$ cat config.mk
export PLATFORM = sky130hd
export DESIGN_NAME = rrec_div
export DESIGN_NICKNAME = d
export VERILOG_FILES = /design/src/rtl/rrec_pkg.sv /design/src/rtl/rrec_div.sv
export SDC_FILE = /design/constraint.sdc
export NUM_CORES = 1
export LEC_CHECK = 0
export BUFFER_PORTS_ARGS = -buffer_cell sky130_fd_sc_hd__buf_2
export CAP_MARGIN = 10
export CORE_MARGIN = 5
export CORE_UTILIZATION = 45
export DETAILED_ROUTE_END_ITERATION = 7
export PLACE_DENSITY = 0.72
export SLEW_MARGIN = 40
export SYNTH_ARGS = -nofsm -noshare
export SYNTH_HDL_FRONTEND = slang
export SYNTH_SLANG_ARGS = --single-unit
$ cat constraint.sdc
create_clock -name clock -period 2.23 [get_ports clock]
set_input_delay 0.3345 -clock clock [delete_from_list [all_inputs] [get_ports clock]]
set_output_delay 0.3345 -clock clock [all_outputs]
set_load 0.01 [all_outputs]
$ cat src/rtl/rrec_pkg.sv
// Package for the raster road edge cost block.
// Holds sizes, configuration codes, sequencer states and edge slot codes.
// It has no dependencies; every other file refers to it by scoped names.
package rrec_pkg;

   // Raster limits and the widths that follow from them.
   localparam int MAX_COLS = 4096;
   localparam int MAX_ROWS = 65536;
   localparam int COL_W    = $clog2(MAX_COLS);
   localparam int ROW_W    = $clog2(MAX_ROWS);

   // Field and register widths.
   localparam int CFG_COLS_W = 13;
   localparam int CSR_DATA_W = 32;
   localparam int SPEED_W    = 8;
   localparam int ID_W       = 29;
   localparam int COST_W     = 32;
   localparam int SUM_W      = SPEED_W + 1;
   localparam int DVD_W      = COST_W + 1;

   // Speed code for a cell without a road.
   localparam logic [SPEED_W-1:0] NO_ROAD = 8'hFF;

   // Square root of two as unsigned Q1.30.
   localparam int                SQRT2_FRAC = 30;
   localparam logic [30:0]       SQRT2_Q30  = 31'd1518500250;

   // Register reset values.
   localparam logic [CFG_COLS_W-1:0] NUM_COLUMNS_RST = 13'd4096;
   localparam logic [COST_W-1:0]     TIME_SCALE_RST  = 32'd65536;

   // Saturated cost.
   localparam logic [COST_W-1:0] COST_ONES = '1;

   // Configuration register indexes.
   typedef enum logic [0:0] {
      CSR_NUM_COLUMNS = 1'b0,
      CSR_TIME_SCALE  = 1'b1
   } csr_index_type;

   // Neighbor slots in emission order.
   typedef enum logic [1:0] {
      SLOT_NW = 2'd0,
      SLOT_N  = 2'd1,
      SLOT_NE = 2'd2,
      SLOT_W  = 2'd3
   } edge_slot_type;

   // Sequencer states.
   typedef enum logic [2:0] {
      ST_IDLE,
      ST_READ,
      ST_SETUP,
      ST_PICK,
      ST_DIV,
      ST_EMIT
   } seq_state_type;

endpackage

$ cat src/rtl/rrec_div.sv
// Bit-serial restoring divider for the edge cost.
// Divides a 33-bit dividend by a nonzero 9-bit speed sum, one quotient bit a cycle,
// and saturates quotients that do not fit in 32 bits. Depends on rrec_pkg.
module rrec_div (
   input  logic                            clock,
   input  logic                            reset,
   input  logic                            start,
   input  logic [rrec_pkg::DVD_W-1:0]      dividend,
   input  logic [rrec_pkg::SUM_W-1:0]      divisor,
   output logic                            busy,
   output logic                            done,
   output logic [rrec_pkg::COST_W-1:0]     quotient
);

   localparam int CNT_W = $clog2(rrec_pkg::DVD_W);

   logic [rrec_pkg::DVD_W-1:0] dvd_ff, dvd_in;
   logic [rrec_pkg::SUM_W-1:0] dsr_ff, dsr_in;
   logic [rrec_pkg::SUM_W-1:0] rem_ff, rem_in;
   logic [CNT_W-1:0]           cnt_ff, cnt_in;
   logic                       busy_ff, busy_in;
   logic                       done_ff, done_in;
   logic [rrec_pkg::SUM_W:0]   trial;
   logic                       fits;

   // One restoring step: shift in the next dividend bit and try the subtraction.
   assign trial = {rem_ff, dvd_ff[rrec_pkg::DVD_W-1]};
   assign fits  = (trial >= {1'b0, dsr_ff});

   always_comb begin
      dvd_in  = dvd_ff;
      dsr_in  = dsr_ff;
      rem_in  = rem_ff;
      cnt_in  = cnt_ff;
      busy_in = busy_ff;
      done_in = 1'b0;
      if (start) begin
         dvd_in  = dividend;
         dsr_in  = divisor;
         rem_in  = '0;
         cnt_in  = '0;
         busy_in = 1'b1;
      end else if (busy_ff) begin
         rem_in = fits ? rrec_pkg::SUM_W'(trial - {1'b0, dsr_ff})
                       : trial[rrec_pkg::SUM_W-1:0];
         dvd_in = {dvd_ff[rrec_pkg::DVD_W-2:0], fits};
         cnt_in = cnt_ff + CNT_W'(1);
         if (cnt_ff == CNT_W'(rrec_pkg::DVD_W - 1)) begin
            busy_in = 1'b0;
            done_in = 1'b1;
         end
      end
   end

   // Control state.
   always_ff @(posedge clock) begin
      if (reset) begin
         busy_ff <= 1'b0;
         done_ff <= 1'b0;
         cnt_ff  <= '0;
      end else begin
         busy_ff <= busy_in;
         done_ff <= done_in;
         cnt_ff  <= cnt_in;
      end
   end

   // Datapath registers.
   always_ff @(posedge clock) begin
      dvd_ff <= dvd_in;
      dsr_ff <= dsr_in;
      rem_ff <= rem_in;
   end

   // The top quotient bit set means the result overflows 32 bits.
   assign quotient = dvd_ff[rrec_pkg::DVD_W-1] ? rrec_pkg::COST_ONES
                                               : dvd_ff[rrec_pkg::COST_W-1:0];
   assign busy     = busy_ff;
   assign done     = done_ff;

`ifndef SYNTHESIS
   a_start_idle: assert property (@(posedge clock) disable iff (reset)
      start |-> !busy_ff)
      else $error("divider started while busy");

   a_done_follows: assert property (@(posedge clock) disable iff (reset)
      (busy_ff && !start && cnt_ff == CNT_W'(rrec_pkg::DVD_W - 1)) |=> done_ff)
      else $error("divider finished without done");

   a_done_not_busy: assert property (@(posedge clock) disable iff (reset)
      done_ff |-> !busy_ff)
      else $error("divider done while still busy");
`endif

endmodule

==> summary.md, run 1 <==
| Metric | Value |
|---|---|
| Run status | completed |
| Highest metal used | met4 |
| CP max FO | 7 |
| Worst-skew pair later-pin latency | 0.33 ns |
| Diode count | 0 |
| Worst path slowest cell | edfxtp_1 |
| Placed inst area | 3600 sq um |
| Clock Path Buffers | 2 |
| Die width | 92.5 um |
| Post-Syn Instances | 263 |
| Netlist Area Pre-Place | 3060 sq um |
| Avg Vias per Cell | 5.10 |
| Number of flops mapped to enable cells by yosys | 42 |
| CTS tree | yes |
| Power Total | 2.80 mW |
| Footprint of the multi-input gates | 1390 sq um |
| Yosys warns | 0 |
| Site row count | 30 |
| Met2 routed WL | 3.03 mm |
| Met3 wire len | about 400 um |
| Synth Flop Type | edfxtp_1 |
| Hold path cells | 2 |
| Initial antenna violation count | 0 |
| Crit end category | flop |
| Worst relative slew slack | 65.4% |
| Sink Count | 59 |
| Gr usage total | 15.6% |
| Core area | 6720 sq um |
| Final nets | between 400 and 500 |
| Place WS | ~0.008 ns |
| Pwr per Cell Area | ~740 nW/um^2 |
| Unrepaired setup endpoints after global routing | yes |
| Clock-pin slew on the worst setup and hold paths | 0.07 ns |
| Final core occ | 56.8% |
| Metal-1 WL | 2.83 mm |
| Slack of the critical path | 0.0510 ns |
| CP delay by family, top | compound AO/OA/AOI/OAI gates |
| GPL Wtd Cong | about 0.79 |
| Largest net degree at the start of global routing | 51 |
| Die Ht | around 93 um |
| Reg2reg path depth | 9 |
| Setup TNS | 0 ns |
| Cts bufs inserted | 9 |
| Worst-Margin Slew | 0.517 ns |
| Max-cap violations | 0 |
| Synth unique cells | 41 |
| Fin cells | 434 |
| # port buffers | 78 |
| Final period utilization | 97.7% |
| DP Cell Count | 417 |
| Root Driver | clkbuf_8 |
| Commonest non-fill, non-tap cell in the layout | buf_2 |
| P_leak | 1.58 nW |
| Starting Density | 45.6% |
| Period minus WS final | 2.18 ns |
| Via Count | 2215 |
| Worst EP arrival | 2.41 ns |
| Io pins | 79 |
| Final Max Tran Viols | 0 |
| Post-CTS Hold Fix Bufs | 0 |
| Hold Slack | 0.163 ns |
| Fillers | 589 |
| Synth top area cells | edfxtp_1 (41%), mux2_2 (12%), dfxtp_1 (11%), or2_2 (6.9%), ha_1 (4.5%) |
| Worst setup path class | reg2reg |
| Number of global-route vias before repair | between 2000 and 2500 |
| Routed Antenna Nets | 0 |
| Area delta synth->final | 24.5% |
| Max incr delay on CP | 0.43 ns |
| Layout cells sized above 1 | 51.1% |
| Seq/Total Area, Yosys | 52.3% |
| Area leader, netlist | edfxtp_1 |
| CP Depth | 9 |
| Syn_area_per_cell | 11.7 sq um |
| Maximum vdd drop | approximately 0.42 mV |
| Bufs and invs on worst path | 2 |
| Synth Register Bits | between 50 and 60 |
| WP data required | around 2.5 ns |
| Yosys top cell area share | roughly two fifths |
| DRT Wirelength | 6.35 mm |
| Post-synth ARST share | 0% |
| Total grt overflow | 0 |
| Worst hold-check path type | in2reg |
| Register Area | 1600 sq um |
| Initial DRT Pass Iterations | 4 |
| Most frequent cells in the layout | buf_2 (78), edfxtp_1 (42), or2_2 (34) |
| DRC violations left | 0 |
| Startpoint types | flop |
| First-pass GRT wire length | 10.4 mm |
| Peak Freq | 0.459 GHz |
| Full die area | 8560 sq um |
| Skew final | 0.00703 ns |
| Synth Net Count | between 300 and 400 |
| Final Hold Viols | 0 |
| 1st-iter DRT viols | 109 |
| # setup viols final | 0 |
| DP HPWL | roughly 4.5 mm |
| Crit path cell chain | ha_4, inv_2, fa_2, a211oi_2, o211ai_1, a21oi_2, buf_6, or4_4, a32o_2 |
| H-tree Lvls | 3 |
| DR WL/cell | ~15 um |
| Post-Layout Inst Area | between 3000 and 4000 sq um |
synth_stat cells (all sizes together), types with 3 or more instances:
master,instances
or2,34
o31ai,3
a21oi,10
nand4,3
buf,3
edfxtp,42
clkbuf,9
dfxtp,17
inv,16
nand2b,5
ha,11
mux2,33
xor2,6
mux2i,7
o21ai,7
a211oi,5
nand2,9
nor2,21
flip-flops by register name (all words and copies together), names as in the netlist:
register / count
dvd_ff: 33
dsr_ff: 9
rem_ff: 9
cnt_ff: 6
busy: 1
done: 1
metal layers:
metal,global-route usage (%),vias to the layer above
li1,-,1112
met1,18.8,1034
met2,25.4,62
met3,4.22,7
met4,8.17,0
met5,0,-
path summary, 6_finish.rpt:
kind             start  slack (ns)         to
max          dsr_ff[0]        0.05  rem_ff[7]
min              reset        0.16       busy
max reg2reg  dsr_ff[0]        0.05  rem_ff[7]
min reg2reg  cnt_ff[5]        0.48       done
worst reg2reg max path: cells and delay by family (launching register included):
kind	cells	cell delay [ns]
AOI/OAI and AO/OA	4	0.65
DFF	1	0.43
and+or+nand+nor	1	0.40
adders and majority gates	2	0.39
buffers and inverters	2	0.19
report_power, final:
group          leakage [nW]  internal (mW)  switching, mW
logic                 0.927          0.278          0.279
clock network        0.0971          0.512          0.410
registers             0.559           1.28         0.0418
repair_timing:
action                                  4_1_cts  5_1_grt
endpoints found under the setup margin        0        8
gates resized for setup                       0        6
setup buffers                                 0        1
cell families (layout without fill, tap and decap cells):
| group | after synthesis | in the layout | share of synthesized area, % |
|---|---|---|---|
| multiplexers | 40 | 40 | 14.4 |
| XOR/XNOR | 8 | 8 | 2.29 |
| buffers and inverters | 28 | 119 | 3.55 |
| AND/OR/NAND/NOR | 84 | 84 | 15.0 |
| adder cells (fa/ha/maj) | 12 | 12 | 5.14 |
| flip-flops | 59 | 59 | 52.3 |
| AO/OA/AOI/OAI | 32 | 32 | 7.35 |
final cells by class:
type,instances,area share (%)
sequential,59,42.0
multi-input combinational,176,36.4
timing repair buffer,87,12.5
clock buffer,11,3.44
tap,80,2.62
inverter,16,1.64
clock inverter,5,1.41
Note: power is estimated with default switching activity, not from simulation.
==> run 2: changes to the inputs <==
--- a/config.mk
+++ b/config.mk
@@ -5,8 +5,9 @@
 export SDC_FILE = /design/constraint.sdc
 export NUM_CORES = 1
 export LEC_CHECK = 0
+export ABC_AREA = 1
 export BUFFER_PORTS_ARGS = -buffer_cell sky130_fd_sc_hd__buf_2
-export CAP_MARGIN = 10
+export CAP_MARGIN = 20
 export CORE_MARGIN = 5
 export CORE_UTILIZATION = 45
 export DETAILED_ROUTE_END_ITERATION = 7
==> run 2 against run 1 <==
Compared with the run above: routed wire length increased by 6.2%; synthesized cell count up 44%; count of clock-buffer cells in the layout shrank 1; sequential share of layout area rose by 0.14 points; sequential cell count is the same; via count is 19% higher; combinational power down 16%; core utilization is 0.50 points lower; final cell count is 26% higher; critical path type unchanged; critical endpoint is now rem_ff[0]; largest cell class unchanged; highest routed layer unchanged.
==> summary.md, run 2 <==
| Metric | Value |
|---|---|
| Biggest register | dvd_ff |
| Crit path cell chain | clkinv_1, ha_1, inv_1, fa_1, nand2_1, nand3_2, nand2_2, nand2_2, nand2_1, nand3_1, o21ai_0 |
| Initial antenna violation count | 0 |
| DP HPWL | 5.06 mm |
| Worst hold-check path type | in2reg |
| Commonest non-fill, non-tap cell in the layout | nand2_1 |
| Hold Slack | around 0.18 ns |
| Final Hold Viols | 0 |
| Hold Startpoint | divisor[1] |
| Run status | completed |
| Io pins | 79 |
| Worst setup path class | reg2reg |
| WHS Endpoint | dsr_ff[1] |
| Diode count | 0 |
| Crit end category | flop |
| Final period utilization | just under 90% |
| Total grt overflow | 0 |
| Seq/Total Area, Yosys | 51.6% |
| Fin cells | around 550 |
| Synth unique cells | 26 |
| Worst-Margin Slew | 0.471 ns |
| Post-Syn Instances | ~380 |
| Synth top area cells | edfxtp_1 (41%), nand2_1 (14%), dfxtp_1 (11%), inv_1 (8.7%), o21ai_0 (5.8%) |
| Max incr delay on CP | 0.42 ns |
| DR WL/cell | roughly 12 um |
| Root Driver | clkbuf_8 |
| Synth Register Bits | 59 |
| GPL Wtd Cong | 0.908 |
| Worst-skew pair later-pin latency | 0.33 ns |
| Area leader, netlist | edfxtp_1 |
| Final nets | 518 |
| CP max FO | 12 |
| Routed Antenna Nets | 0 |
| H-tree Lvls | 3 |
| Reg2Reg Setup Slack | 0.25 ns |
| Most frequent cells in the layout | nand2_1 (112), buf_2 (78), inv_1 (72) |
| Reg2reg end | rem_ff[0] |
| Period minus WS final | 1.98 ns |
| Gr usage total | between 15 and 20% |
| Reg2reg path depth | 11 |
| Area delta synth->final | 22.5% |
| Resize count post-CTS | 0 |
| Die Ht | 93.1 um |
| Maximum vdd drop | 0.488 mV |
| Number of flops mapped to enable cells by yosys | 42 |
| Pwr per Cell Area | approximately 760 nW/um^2 |
| Via Count | between 2000 and 3000 |
| Worst path slowest cell | fa_1 |
| Peak Freq | slightly above 0.5 GHz |
| Startpoint types | flop |
| # setup viols final | 0 |
| Fillers | 622 |
| Layout cells sized above 1 | 22.7% |
| Initial DRT Pass Iterations | 5 |
| Synth Flop Type | edfxtp_1 |
| Yosys top cell area share | around 41% |
| Sink Count | 59 |
| Die width | 93.1 um |
| Hold path cells | 1 |
| List of most frequent post-synthesis cells | nand2_1 (112), inv_1 (72), edfxtp_1 (42), o21ai_0 (36), nand3_1 (27) |
| Full die area | 8660 sq um |
| Core area | roughly 6800 sq um |
| Synth Net Count | roughly 440 |
| Setup TNS | 0 ns |
| Skew final | ~0.0087 ns |
| Cell with the most instances after synthesis | nand2_1 |
| Max-cap violations | 0 |
| Post-synth ARST share | 0% |
| Syn_area_per_cell | 8.19 sq um |
| WP data required | 2.48 ns |
| Power Total | just under 3 mW |
| Final Max Tran Viols | 0 |
| Clock-pin slew on the worst setup and hold paths | 0.06 ns |
| Yosys warns | 0 |
| # port buffers | 78 |
| DRT Wirelength | 6.75 mm |
| Clock Path Buffers | 2 |
| Final core occ | between 50 and 60% |
| First-pass GRT wire length | 10.8 mm |
| Starting Density | between 40% and 50% |
| Number of global-route vias before repair | 2445 |
| Unrepaired setup endpoints after global routing | no |
| Postcts setup bufs | 0 |
| 1st-iter DRT viols | 177 |
| CTS tree | yes |
| Netlist Area Pre-Place | around 3100 sq um |
| DRC violations left | 0 |
| Avg Vias per Cell | 4.81 |
| Cts bufs inserted | 9 |
| DP Cell Count | between 500 and 600 |
| Post-CTS Hold Fix Bufs | 0 |
| Max FFs per register | 33 |
| Critical R2R Launch | dvd_ff[32] |
| Regs by FF count | dvd_ff (33), dsr_ff (9), rem_ff (9) |
| Site row count | 30 |
| Worst EP arrival | 2.22 ns |
| Worst relative slew slack | 68.6% |
| P_leak | roughly 1.9 nW |
| Largest net degree at the start of global routing | between 40 and 50 |
-- run 2: cell type report --
cell class	instances	area [sq um]	area share [%]
clock buffer	10	128	3.36
clock inverter	6	104	2.73
inverter	73	274	7.21
multi-input combinational	235	1170	30.7
sequential	59	1600	42.1
tap	80	100	2.63
timing repair buffer	83	428	11.3
-- run 2: cells by family (layout without fill, tap and decap cells) --
kind of cell / after synthesis / in the layout / synth area share (%)
compound gates: 47 / 47 / 7.78
xor+xnor: 3 / 3 / 0.847
fa+ha+maj: 12 / 12 / 5.08
buf+inv: 85 / 172 / 10.8
flops: 59 / 59 / 51.6
simple gates: 173 / 173 / 23.9
-- run 2: layer usage --
| metal | wire [um] | up-vias | track usage [%] |
|---|---|---|---|
| met5 | 0 | - | 0 |
| met1 | 2960 | 1187 | 19.0 |
| li1 | - | 1369 | - |
| met2 | 3370 | 61 | 26.5 |
| met3 | 317 | 8 | 4.67 |
| met4 | 102 | 0 | 5.62 |
-- run 2: worst max-delay path by stage --
stage	startpoint	to	slack [ns]
finish	dvd_ff[32]	rem_ff[0]	0.25
global route	dsr_ff[6]	rem_ff[0]	0.04
CTS	dvd_ff[32]	rem_ff[0]	0.27
detailed placement	dvd_ff[32]	rem_ff[0]	0.29
global placement	dvd_ff[32]	rem_ff[3]	0.38
floorplan	dvd_ff[32]	rem_ff[0]	0.12
-- run 2: critical path: cells and delay by family, from the launching register on --
family | cells | cell delay, ns
simple gates | 6 | 0.76
compound gates | 1 | 0.09
fa+ha+maj | 2 | 0.56
buf+inv | 2 | 0.13
flops | 1 | 0.36
-- run 2: stage by stage --
step,cell area [sq um],setup WS [ns]
6_report,3800,0.255
5_1_grt,3800,0.0385
4_1_cts,3800,0.267
3_5_place_dp,3570,0.291
3_3_place_gp,3570,0.384
2_1_floorplan,3100,0.123
-- run 2: power breakdown --
group	leakage [nW]	switching, mW	internal (mW)
Combinational	1.19	0.289	0.176
Clock	0.118	0.401	0.735
Sequential	0.564	0.0297	1.28
Total	1.87	0.720	2.19
==> run 3: changes to the inputs <==
--- a/config.mk
+++ b/config.mk
@@ -8,10 +8,12 @@
 export ABC_AREA = 1
 export BUFFER_PORTS_ARGS = -buffer_cell sky130_fd_sc_hd__buf_2
 export CAP_MARGIN = 20
+export CELL_PAD_IN_SITES_DETAIL_PLACEMENT = 0
+export CELL_PAD_IN_SITES_GLOBAL_PLACEMENT = 1
 export CORE_MARGIN = 5
-export CORE_UTILIZATION = 45
+export CORE_UTILIZATION = 35
 export DETAILED_ROUTE_END_ITERATION = 7
-export PLACE_DENSITY = 0.72
+export PLACE_DENSITY_LB_ADDON = 0.1
 export SLEW_MARGIN = 40
 export SYNTH_ARGS = -nofsm -noshare
 export SYNTH_HDL_FRONTEND = slang
==> run 3 against run 2 <==
Compared with the run above: first-iteration DRC count decreased by 55%; core utilization is 12 points lower; sequential power about the same; non-clock buffer count did not move; largest power group unchanged; routed wire length rose by 8.9%; critical path type unchanged; count of clock-buffer cells in the layout grew 4.
==> summary.md, run 3 (synthesized netlist as in run 2, its figures left out) <==
| Metric | Value |
|---|---|
| Max incr delay on CP | 0.41 ns |
| Maximum vdd drop | 0.340 mV |
| Via Count | 2583 |
| Starting Density | 35.8% |
| Number of global-route vias before repair | 2560 |
| Setup TNS | 0 ns |
| Period minus WS final | approximately 2 ns |
| Avg Vias per Cell | about 4.5 |
| Site row count | 34 |
| Sink Count | 59 |
| Root Driver | clkbuf_8 |
| Diode count | 0 |
| Total grt overflow | 0 |
| First-pass GRT wire length | between 10 and 15 mm |
| Max FFs per register | 33 |
| Max-cap violations | 0 |
| DR WL/cell | 12.8 um |
| Area delta synth->final | 22.9% |
| Worst relative slew slack | 69.0% |
| Power Total | 2.79 mW |
| DRC violations left | 0 |
| P_leak | about 1.9 nW |
| DP HPWL | 5.36 mm |
| Critical R2R Launch | dvd_ff[32] |
| DRT Wirelength | 7.35 mm |
| Gr usage total | roughly 14% |
| Metal-1 WL | around 3.6 mm |
| Most frequent cells in the layout | nand2_1 (112), buf_2 (78), inv_1 (72) |
| Met3 wire len | about 320 um |
| Layout cells sized above 1 | 22.7% |
| Hold Startpoint | divisor[8] |
| Worst-Margin Slew | 0.463 ns |
| Final Max Tran Viols | 0 |
| Clock Path Buffers | 2 |
| Slack of the critical path | 0.236 ns |
| Crit path cell chain | clkinv_1, ha_1, inv_1, fa_1, nand2_1, nand3_2, nand2_2, nand2_2, nand2_1, nand3_1, o21ai_0 |
| Regs by FF count | dvd_ff (33), dsr_ff (9), rem_ff (9) |
| Pwr per Cell Area | approximately 730 nW/um^2 |
| # setup viols final | 0 |
| Worst hold-check path type | in2reg |
| GPL Wtd Cong | 0.773 |
| Unrepaired setup endpoints after global routing | no |
| Final Hold Viols | 0 |
| Place WS | about 0.21 ns |
| Final period utilization | 89.4% |
| Die width | 104 um |
| Final nets | between 500 and 600 |
| Die Ht | ~100 um |
| WP data required | 2.48 ns |
| Worst path slowest cell | fa_1 |
| Commonest non-fill, non-tap cell in the layout | nand2_1 |
| H-tree Lvls | 3 |
| Skew final | 0.00825 ns |
| Worst setup path class | reg2reg |
| # port buffers | 78 |
| Cts bufs inserted | 9 |
| Biggest register | dvd_ff |
| Largest net degree at the start of global routing | 39 |
| Initial antenna violation count | 0 |
| Peak Freq | 0.502 GHz |
| 1st-iter DRT viols | 80 |
| Full die area | roughly 11000 sq um |
| Met2 routed WL | 3.37 mm |
| Highest metal used | met4 |
| Worst-skew pair later-pin latency | 0.33 ns |
| CP max FO | 12 |
| Routed Antenna Nets | 0 |
| Io pins | 79 |
| Startpoint types | flop |
| Initial DRT Pass Iterations | 4 |
| Run status | completed |
| CTS tree | yes |
| Clock-pin slew on the worst setup and hold paths | 0.07 ns |
| Core area | 8680 sq um |
| Crit path launch | dvd_ff[32] |
| Worst EP arrival | 2.24 ns |
| Postcts setup bufs | 0 |
| Resize count post-CTS | 0 |
| Crit end category | flop |
| Post-CTS Hold Fix Bufs | 0 |
run 3: area by class of cell:
class,instances,area (sq um)
Fill cell,948,4860
Sequential cell,59,1600
Multi-Input combinational cell,235,1170
Timing Repair Buffer,83,428
Inverter,73,274
Clock buffer,14,173
Tap cell,108,135
Clock inverter,2,35.0
run 3: routing by layer:
| layer | global-route usage (%) | vias up |
|---|---|---|
| met5 | 0 | - |
| met4 | 4.72 | 0 |
| met1 | 18.4 | 1165 |
| li1 | - | 1372 |
| met3 | 4.03 | 6 |
| met2 | 21.7 | 40 |
run 3: stage by stage:
step / area, sq um / instances / hold slack, ns / util, %
2_1_floorplan: 3100 / 379 / 0.433 / -
3_3_place_gp: 3610 / 558 / 0.463 / 41.6
3_5_place_dp: 3610 / 558 / 0.466 / 41.6
4_1_cts: 3810 / 574 / 0.164 / 43.9
5_1_grt: 3810 / 574 / 0.155 / 43.9
6_report: 3810 / 574 / 0.179 / 43.9
run 3: final timing paths:
path / to / slack, ns / cells after the start
setup reg to reg: rem_ff[3] / 0.24 / 11
hold reg to reg: rem_ff[6] / 0.48 / 2
hold / removal: dsr_ff[8] / 0.18 / 1
setup / recovery: rem_ff[3] / 0.24 / 11
run 3: where the power goes:
group / switching (mW) / internal [mW] / leakage (nW)
registers: 0.0266 / 1.28 / 0.564
clock network: 0.414 / 0.608 / 0.107
logic: 0.291 / 0.175 / 1.19
total: 0.732 / 2.06 / 1.86
run 3: critical path: cells and delay by family (launching register included):
family / cells / cell delay, ns
AOI/OAI and AO/OA: 1 / 0.09
adders and majority gates: 2 / 0.55
DFF: 1 / 0.36
buffers and inverters: 2 / 0.13
and+or+nand+nor: 6 / 0.80
